<file path="config.mk">
export PLATFORM = sky130hd
export DESIGN_NAME = video_signal_interrupt_regs_unit
export DESIGN_NICKNAME = d
export VERILOG_FILES = /design/src/design/vsir_pkg.sv /design/src/design/vsir_exec.sv /design/src/design/video_signal_interrupt_regs_unit.sv
export SDC_FILE = /design/constraint.sdc
export NUM_CORES = 1
export LEC_CHECK = 0
export BUFFER_PORTS_ARGS = -buffer_cell sky130_fd_sc_hd__buf_2
export CAP_MARGIN = 25
export CORE_MARGIN = 1.5
export CORE_UTILIZATION = 55
export DETAILED_ROUTE_END_ITERATION = 8
export PLACE_DENSITY = 0.78
export REMOVE_ABC_BUFFERS = 1
export SYNTH_ARGS = -nofsm -noshare
export SYNTH_HDL_FRONTEND = slang
export SYNTH_SLANG_ARGS = --single-unit
</file>
<file path="constraint.sdc">
create_clock -name clock -period 4.1 [get_ports clock]
set_input_delay 0.41 -clock clock [delete_from_list [all_inputs] [get_ports clock]]
set_output_delay 0.41 -clock clock [all_outputs]
set_load 0.005 [all_outputs]
</file>
<file path="src/design/vsir_pkg.sv">
// Shared types and constants of the video signal and interrupt register block.
package vsir_pkg;

   localparam int unsigned KIND_W    = 4;
   localparam int unsigned ADDR_W    = 16;
   localparam int unsigned DATA_W    = 64;
   localparam int unsigned FIFO_W    = 2;
   localparam int unsigned MASK_W    = 5;
   localparam int unsigned ID_W      = 32;
   localparam int unsigned REQ_TDATA_W = 88;
   localparam int unsigned RSP_TDATA_W = 72;

   localparam logic [ADDR_W-1:0] ADDR_MASK     = 16'h13F0;
   localparam logic [ADDR_W-1:0] ADDR_SYNCV    = 16'h0060;
   localparam logic [ADDR_W-1:0] ADDR_SMODE2   = 16'h0070;
   localparam logic [ADDR_W-1:0] ADDR_DISPFB2  = 16'h0090;
   localparam logic [ADDR_W-1:0] ADDR_EXTWRITE = 16'h00D0;
   localparam logic [ADDR_W-1:0] ADDR_BGCOLOR  = 16'h00E0;
   localparam logic [ADDR_W-1:0] ADDR_CSR      = 16'h1000;
   localparam logic [ADDR_W-1:0] ADDR_IMR      = 16'h1010;
   localparam logic [ADDR_W-1:0] ADDR_BUSDIR   = 16'h1040;
   localparam logic [ADDR_W-1:0] ADDR_SIGLBLID = 16'h1080;
   localparam logic [ADDR_W-1:0] DRAW_SIGNAL   = 16'h0060;
   localparam logic [ADDR_W-1:0] DRAW_FINISH   = 16'h0061;
   localparam logic [ADDR_W-1:0] DRAW_LABEL    = 16'h0062;

   localparam logic [7:0] GS_REV = 8'h1B;
   localparam logic [7:0] GS_ID  = 8'h55;

   localparam int unsigned CSR_SOFT_RESET_BIT = 9;

   localparam int unsigned MASK_FINISH = 1;
   localparam int unsigned MASK_HSYNC  = 2;
   localparam int unsigned MASK_VSYNC  = 3;

   typedef enum logic [KIND_W-1:0] {
      KIND_WR64   = 4'd0,
      KIND_WR32   = 4'd1,
      KIND_RD64   = 4'd2,
      KIND_RD32   = 4'd3,
      KIND_DRAW   = 4'd4,
      KIND_HBLANK = 4'd5,
      KIND_VBLANK = 4'd6,
      KIND_FINISH = 4'd7,
      KIND_FIELD  = 4'd8
   } kind_type;

   typedef struct packed {
      logic              signal_flag;
      logic              signal_wait;
      logic              signal_int_due;
      logic              finish_flag;
      logic              finish_request;
      logic              hblank_flag;
      logic              vblank_flag;
      logic              odd_field;
      logic [MASK_W-1:0] int_masks;
      logic [ID_W-1:0]   signal_id;
      logic [ID_W-1:0]   label_id;
      logic [ID_W-1:0]   backup_signal_id;
      logic              front_porch_odd;
   } state_type;

   typedef struct packed {
      logic              error;
      logic              handled;
      logic              irq;
      logic [DATA_W-1:0] rdata;
   } result_type;

   localparam state_type STATE_RESET = '{
      signal_flag:        1'b0,
      signal_wait:        1'b0,
      signal_int_due:     1'b0,
      finish_flag:        1'b0,
      finish_request:     1'b0,
      hblank_flag:        1'b0,
      vblank_flag:        1'b0,
      odd_field:          1'b1,
      int_masks:          '1,
      signal_id:          '0,
      label_id:           '0,
      backup_signal_id:   '0,
      front_porch_odd:    1'b0
   };

endpackage

</file>
<file path="src/design/vsir_exec.sv">
// Next-state and result logic for one request of the register block.
module vsir_exec (
   input  vsir_pkg::state_type                 state_cur,
   input  logic [vsir_pkg::KIND_W-1:0]         kind,
   input  logic [vsir_pkg::ADDR_W-1:0]         addr,
   input  logic [vsir_pkg::DATA_W-1:0]         wdata,
   input  logic [vsir_pkg::FIFO_W-1:0]         fifo_state,
   output vsir_pkg::state_type                 state_nxt,
   output vsir_pkg::result_type                result
);

   logic [vsir_pkg::ADDR_W-1:0] addr_m;
   logic [vsir_pkg::DATA_W-1:0] wval;
   logic [vsir_pkg::DATA_W-1:0] status;
   logic [vsir_pkg::DATA_W-1:0] rd_word;
   logic [vsir_pkg::ID_W-1:0]   draw_mask;
   logic [vsir_pkg::ID_W-1:0]   draw_bits;
   logic                        is_csr;
   logic                        is_imr;
   logic                        is_ids;

   assign addr_m    = addr & vsir_pkg::ADDR_MASK;
   assign draw_mask = wdata[63:32];
   assign draw_bits = wdata[31:0] & draw_mask;
   assign is_csr    = (addr_m == vsir_pkg::ADDR_CSR);
   assign is_imr    = (addr_m == vsir_pkg::ADDR_IMR);
   assign is_ids    = (addr_m == vsir_pkg::ADDR_SIGLBLID);

   always_comb begin
      status        = '0;
      status[0]     = state_cur.signal_flag;
      status[1]     = state_cur.finish_flag;
      status[2]     = state_cur.hblank_flag;
      status[3]     = state_cur.vblank_flag;
      status[13]    = state_cur.odd_field;
      status[15:14] = fifo_state;
      status[23:16] = vsir_pkg::GS_REV;
      status[31:24] = vsir_pkg::GS_ID;
      rd_word = is_ids ? {state_cur.label_id, state_cur.signal_id} : status;
   end

   always_comb begin
      state_nxt = state_cur;
      result    = '0;
      wval      = (kind == vsir_pkg::KIND_WR32) ? {32'b0, wdata[31:0]} : wdata;
      case (kind)
         vsir_pkg::KIND_WR64, vsir_pkg::KIND_WR32: begin
            if (is_csr) begin
               if (wval[0]) begin
                  state_nxt.signal_flag = 1'b0;
                  if (state_cur.signal_wait) begin
                     state_nxt.signal_wait      = 1'b0;
                     state_nxt.signal_id        = state_cur.backup_signal_id;
                     state_nxt.signal_flag      = 1'b1;
                     state_nxt.signal_int_due   = 1'b1;
                  end else begin
                     state_nxt.signal_int_due = 1'b0;
                  end
               end
               if (wval[1]) begin
                  state_nxt.finish_flag = 1'b0;
               end
               if (wval[2]) begin
                  state_nxt.hblank_flag = 1'b0;
               end
               if (wval[3]) begin
                  state_nxt.vblank_flag = 1'b0;
               end
               if (wval[vsir_pkg::CSR_SOFT_RESET_BIT]) begin
                  state_nxt           = vsir_pkg::STATE_RESET;
                  state_nxt.odd_field = state_cur.odd_field;
               end
            end else if (is_imr) begin
               state_nxt.int_masks = wval[12:8];
            end else if (is_ids) begin
               state_nxt.signal_id = wval[31:0];
               if (kind == vsir_pkg::KIND_WR64) begin
                  state_nxt.label_id = wval[63:32];
               end
            end else if (kind == vsir_pkg::KIND_WR64) begin
               if (addr_m == vsir_pkg::ADDR_BUSDIR) begin
                  result.error = 1'b0;
               end else if (addr_m <= vsir_pkg::ADDR_BGCOLOR) begin
                  if (addr_m == vsir_pkg::ADDR_SYNCV) begin
                     state_nxt.front_porch_odd = wval[0];
                  end
                  result.error = (addr_m == vsir_pkg::ADDR_EXTWRITE) && wval[0];
               end else begin
                  result.error = 1'b1;
               end
            end else begin
               result.error = !(addr_m inside {vsir_pkg::ADDR_SMODE2, vsir_pkg::ADDR_DISPFB2,
                                               vsir_pkg::ADDR_BGCOLOR});
            end
         end
         vsir_pkg::KIND_RD64: begin
            result.rdata = rd_word;
         end
         vsir_pkg::KIND_RD32: begin
            result.rdata = addr[2] ? {32'b0, rd_word[63:32]} : {32'b0, rd_word[31:0]};
         end
         vsir_pkg::KIND_DRAW: begin
            case (addr)
               vsir_pkg::DRAW_SIGNAL: begin
                  result.handled = 1'b1;
                  if (state_cur.signal_flag) begin
                     state_nxt.signal_wait      = 1'b1;
                     state_nxt.backup_signal_id =
                        (state_cur.signal_id & ~draw_mask) | draw_bits;
                  end else begin
                     state_nxt.signal_flag = 1'b1;
                     state_nxt.signal_id   = (state_cur.signal_id & ~draw_mask) | draw_bits;
                  end
               end
               vsir_pkg::DRAW_FINISH: begin
                  result.handled           = 1'b1;
                  state_nxt.finish_request = 1'b1;
               end
               vsir_pkg::DRAW_LABEL: begin
                  result.handled     = 1'b1;
                  state_nxt.label_id = (state_cur.label_id & ~draw_mask) | draw_bits;
               end
               default: begin
                  result.handled = 1'b0;
               end
            endcase
         end
         vsir_pkg::KIND_HBLANK: begin
            if (!state_cur.hblank_flag) begin
               state_nxt.hblank_flag = 1'b1;
               result.irq = !state_cur.int_masks[vsir_pkg::MASK_HSYNC];
            end
         end
         vsir_pkg::KIND_VBLANK: begin
            if (!state_cur.vblank_flag) begin
               state_nxt.vblank_flag = 1'b1;
               result.irq = !state_cur.int_masks[vsir_pkg::MASK_VSYNC];
            end
         end
         vsir_pkg::KIND_FINISH: begin
            if (state_cur.finish_request && !state_cur.finish_flag) begin
               state_nxt.finish_request = 1'b0;
               state_nxt.finish_flag    = 1'b1;
               result.irq = !state_cur.int_masks[vsir_pkg::MASK_FINISH];
            end
         end
         vsir_pkg::KIND_FIELD: begin
            state_nxt.odd_field = state_cur.front_porch_odd ? !state_cur.odd_field : 1'b1;
         end
         default: begin
            state_nxt = state_cur;
         end
      endcase
   end

endmodule

</file>
<file path="src/design/video_signal_interrupt_regs_unit.sv">
// Top level of the video signal, label and interrupt register block.
// Each request is captured in an input register and then, in the cycle in which it moves
// to the result register, updates the flags, masks and ids; one request is accepted every
// clock cycle and its response is presented from the result register until it is taken.
// The block keeps taking requests while a response waits, and stalls only when both
// registers are full and the response side holds back. Requests are served strictly
// in order.
module video_signal_interrupt_regs_unit (
   input  logic                                 clock,
   input  logic                                 reset,
   input  logic                                 req_tvalid,
   output logic                                 req_tready,
   // Fields from bit 0: addr (16), wdata (64), fifo_state (2), zero fill (6).
   input  logic [vsir_pkg::REQ_TDATA_W-1:0]     req_tdata,
   // Fields from bit 0: req_type (4).
   input  logic [vsir_pkg::KIND_W-1:0]          req_tuser,
   output logic                                 rsp_tvalid,
   input  logic                                 rsp_tready,
   // Fields from bit 0: rdata (64), irq (1), handled (1), error (1), zero fill (5).
   output logic [vsir_pkg::RSP_TDATA_W-1:0]     rsp_tdata
);

   logic                            in_valid_ff;
   logic [vsir_pkg::KIND_W-1:0]     in_kind_ff;
   logic [vsir_pkg::ADDR_W-1:0]     in_addr_ff;
   logic [vsir_pkg::DATA_W-1:0]     in_wdata_ff;
   logic [vsir_pkg::FIFO_W-1:0]     in_fifo_ff;
   logic                            out_valid_ff;
   vsir_pkg::result_type            out_result_ff;
   vsir_pkg::state_type             state_ff;
   vsir_pkg::state_type             state_in;
   vsir_pkg::result_type            result_in;
   logic                            advance;

   assign advance    = in_valid_ff && (!out_valid_ff || rsp_tready);
   assign req_tready = !in_valid_ff || advance;
   assign rsp_tvalid = out_valid_ff;
   assign rsp_tdata  = {5'b0, out_result_ff};

   vsir_exec u_exec (
      .state_cur  (state_ff),
      .kind       (in_kind_ff),
      .addr       (in_addr_ff),
      .wdata      (in_wdata_ff),
      .fifo_state (in_fifo_ff),
      .state_nxt  (state_in),
      .result     (result_in)
   );

   always_ff @(posedge clock) begin
      if (reset) begin
         in_valid_ff  <= 1'b0;
         out_valid_ff <= 1'b0;
         state_ff     <= vsir_pkg::STATE_RESET;
      end else begin
         if (req_tready) begin
            in_valid_ff <= req_tvalid;
         end
         if (advance) begin
            out_valid_ff <= 1'b1;
            state_ff     <= state_in;
         end else if (rsp_tready) begin
            out_valid_ff <= 1'b0;
         end
      end
   end

   always_ff @(posedge clock) begin
      if (req_tready && req_tvalid) begin
         in_kind_ff  <= req_tuser;
         in_addr_ff  <= req_tdata[15:0];
         in_wdata_ff <= req_tdata[79:16];
         in_fifo_ff  <= req_tdata[81:80];
      end
      if (advance) begin
         out_result_ff <= result_in;
      end
   end

endmodule

</file>
==> results.md <==
* completed — outcome
* 0.00678 mm2 — area taken by flip-flops and latches
* 36.5% — GR Layer Usage met1
* 5.08 nW — leakage dissipation
* 0.00129 W — Sw Pwr
* edfxtp_1 — cell accounting for the most synthesized area
* flop — CP Capture Type
* 0.0121 mm2 — Post-Syn Area
* 15.5% — Syn-to-layout area delta
* 18.4 mm — sum of net half-perimeters after detailed placement
* 25.6% — fraction of final layout cells with drive strength greater than 1
* 30.4% — remaining max-slew budget at the tightest pin
* 1.04 ns — slew at the pin with the worst max-slew slack
* 0.326 GHz — maximum achievable frequency
* 0.282 mV — peak supply drop
* 0 ns — Total Negative Setup Slacks
* 11.3 um2 — mean post-synth cell area
* 0.0218 mm2 — placeable core region
* 0 — Max Cap Violations
* 0.00492 mm2 — combined area of the multi-input logic cells
* 0 — post-CTS sizing
* 3 — maximum root-to-sink buffer count
* 0 — synth warn
* 27.2% — overall track demand over capacity in global routing
* 3.07 ns — post-route minimum period
* 0 — count of pins over their slew limit
* 0 — initial antenna violation count
* 152 um — die boundary width
* 21.1 um — average wire length per cell after detail routing
* edfxtp_1 — Most used DFF post-synth
* 0 — grt total ovfl
* 158 — number of input and output port buffers inserted
* 4.58% — met3 global-route usage
* input pin to flop — path category of the worst min-delay check
* 0 — Antenna Violating Nets Remaining
* 0.0126 ns — Setup Skew
* 37.8% — share of the synthesized area in the top cell type
* 22.3% — switching power share of the total
* 0 — count of unresolved DRC violations after routing
* 43 — CP Max Fanout
* 0.882 — weighted congestion reported at the end of routability-driven placement
* 43.6% — part of the power in the clock network
* flop to flop — startpoint-to-endpoint class of the critical path
* 48.9 mm — first-pass GRT wire length
* 28 — clock buffer count from CTS
* 5 — router iterations before antenna repair
* clkbuf_16 — cell chosen for the clock root
* 54 — floorplan row count
* 153 — number of synthesized flops with an enable pin
* 993 — Detailed Route Iter0 Violations
* 0.54 ns — clock latency on the worst-skew pair
* 5.7% — combinational group share of total power
* 0 — CTS hold repair buffers
* 0 — final hold violation count
* 1281 — final layout net count
* 1710 — fill cell total of the finished layout
* 55.8% — Seq/Total Area, Yosys
* 9240 — number of global-route vias before repair
* 98 — maximum number of pins on one net before global-route repair
* 1 — H-Tree Level Count
* 64.5% — final core utilization
* 170 — I/O pins
* met2 — global-route layer with the greatest usage
* no — unrepaired setup endpoints after global routing
* 262 — Seq cells post-synth
* 69 — number of unique standard cell types used by synthesis
* 55.8% — starting density of the core
* 0.06 ns — register clock-pin slew on the reported worst setup and hold paths
* 414 mW/mm2 — pwr/cell area
* 0 — # Post-CTS Setup Buffers
* 31.4 mm — drt total wl
* 0.00581 W — Tot Pwr
* 0 — setup violation total in the final timing report
* 50.7% — sequential fraction of design power
* 74.8% — period utilization
* 262 — clk sink count
* 9572 — Vias
* yes — clock tree from TritonCTS
* 1076 — cell count after synthesis
* 44.3% — met2 capacity usage during global routing
* 3.53 ns — Arr. time, crit path
* 0.0230 mm2 — die area
* 0% — share of synthesized flip-flops with an asynchronous set or reset
* edfxtp_1, dfxtp_1, o21ai_0 — top post-synthesis cells by area
* 4.56 ns — Crit path required time
* 0 — n_diodes
* 0.00451 W — internal power contribution
* 6.44 — vias per cell
* 152 um — DIE HEIGHT
* flop — kind of start point of the critical path
cell families (layout without fill, tap and decap cells):
group | after synthesis | after routing | share of synthesized area, %
buffers and inverters | 115 | 242 | 4.27
other | 1 | 5 | 0.0309
muxes | 40 | 40 | 3.60
AOI/OAI and AO/OA | 360 | 360 | 22.0
xor gates and xnor gates | 1 | 1 | 0.0721
DFF | 262 | 262 | 55.8
and+or+nand+nor | 297 | 297 | 14.2
metrics by stage:
| step | cell area, um2 | worst slack (ns) | cells | hold slack [ns] |
|---|---|---|---|---|
| 6_report | 14000 | 1.03 | 1487 | 0.0408 |
| 5_1_grt | 14000 | 0.886 | 1487 | 0.0269 |
| 4_1_cts | 14000 | 1.06 | 1486 | 0.0286 |
| 3_5_place_dp | 13100 | 1.07 | 1434 | 0.460 |
| 3_3_place_gp | 13100 | 1.15 | 1434 | 0.452 |
| 2_1_floorplan | 11700 | -1.32 | 969 | 0.436 |
synthesized netlist by cell type (all sizes together), types with 8 or more instances:
cell / number
a211oi: 32
a21oi: 47
a22o: 17
a32o: 32
and2: 67
buf: 38
clkbuf: 73
dfxtp: 109
edfxtp: 153
mux2: 29
mux2i: 11
nand2: 55
nand3: 9
nand4: 31
nor2: 28
nor3: 44
nor3b: 30
nor4: 8
o211ai: 29
o21a: 33
o21ai: 116
o41ai: 31
final timing paths:
check / startpoint / to / slack (ns) / depth (start not counted)
worst max-delay path: in_addr_ff[8]$_DFFE_PP_ / state_ff[65]$_SDFFE_PP0P_ / 1.03 / 7
worst max register to register: in_addr_ff[8]$_DFFE_PP_ / state_ff[65]$_SDFFE_PP0P_ / 1.03 / 7
worst min register to register: state_ff[15]$_SDFFE_PP0P_ / state_ff[15]$_SDFFE_PP0P_ / 0.47 / 2
worst min-delay path: req_tdata[10] / in_addr_ff[10]$_DFFE_PP_ / 0.04 / 1
power groups by stage:
stage | registers [W] | clock network, W | logic [W]
after floorplan | 0.00299 | 0 | 0.000168
after global placement | 0.00300 | 0 | 0.000315
after detailed placement | 0.00300 | 0 | 0.000325
after CTS | 0.00294 | 0.00257 | 0.000327
after global routing | 0.00295 | 0.00267 | 0.000360
final | 0.00294 | 0.00253 | 0.000331
area by class of cell:
| type | count | share of cell area [%] |
|---|---|---|
| Clock buffer | 36 | 5.50 |
| Clock inverter | 16 | 1.13 |
| Inverter | 4 | 0.116 |
| Multi-Input combinational cell | 703 | 35.1 |
| Sequential cell | 262 | 48.3 |
| Tap cell | 280 | 2.50 |
| Timing Repair Buffer | 186 | 7.37 |
critical path: stages (launching register included):
cell,delay (ns)
edfxtp_1,0.48
nor4_4,0.54
nand4_2,0.12
buf_4,0.35
o41a_2,0.72
buf_12,0.30
or3_1,0.36
a21oi_1,0.12
layer usage:
layer  share of wire, %  vias to the layer above
met1                 41                     4615
met3                8.6                       70
met5                  0                        -
met4                2.8                        0
met2                 48                      506
li1                   -                     4381
cell usage in the layout (no fill, tap or decap), types with 3 or more instances in the layout:
cell type  count
dfxtp_1      109
nand3_1        7
or3_1          3
a22o_1        17
bufinv_16      3
nand4_1       30
edfxtp_1     153
o41ai_1        3
and2_1        66
nor4bb_1       3
or4_1          3
nand2_1       54
clkbuf_16     29
o21ai_0      115
a21oi_1       47
nor3_1        40
conb_1         5
buf_2        158
nor3b_1       29
o211ai_1      29
mux2_2        29
clkbuf_1       5
nand2b_1       4
o41ai_2       28
nor4_1         7
a221oi_1       3
buf_4         26
o21a_1        32
a32o_1        32
a211oi_1      31
nor2_1        27
nor3_2         3
clkinv_2       7
clkinv_1       4
mux2i_1       11
No activity file was read; power rests on OpenSTA's default activity.
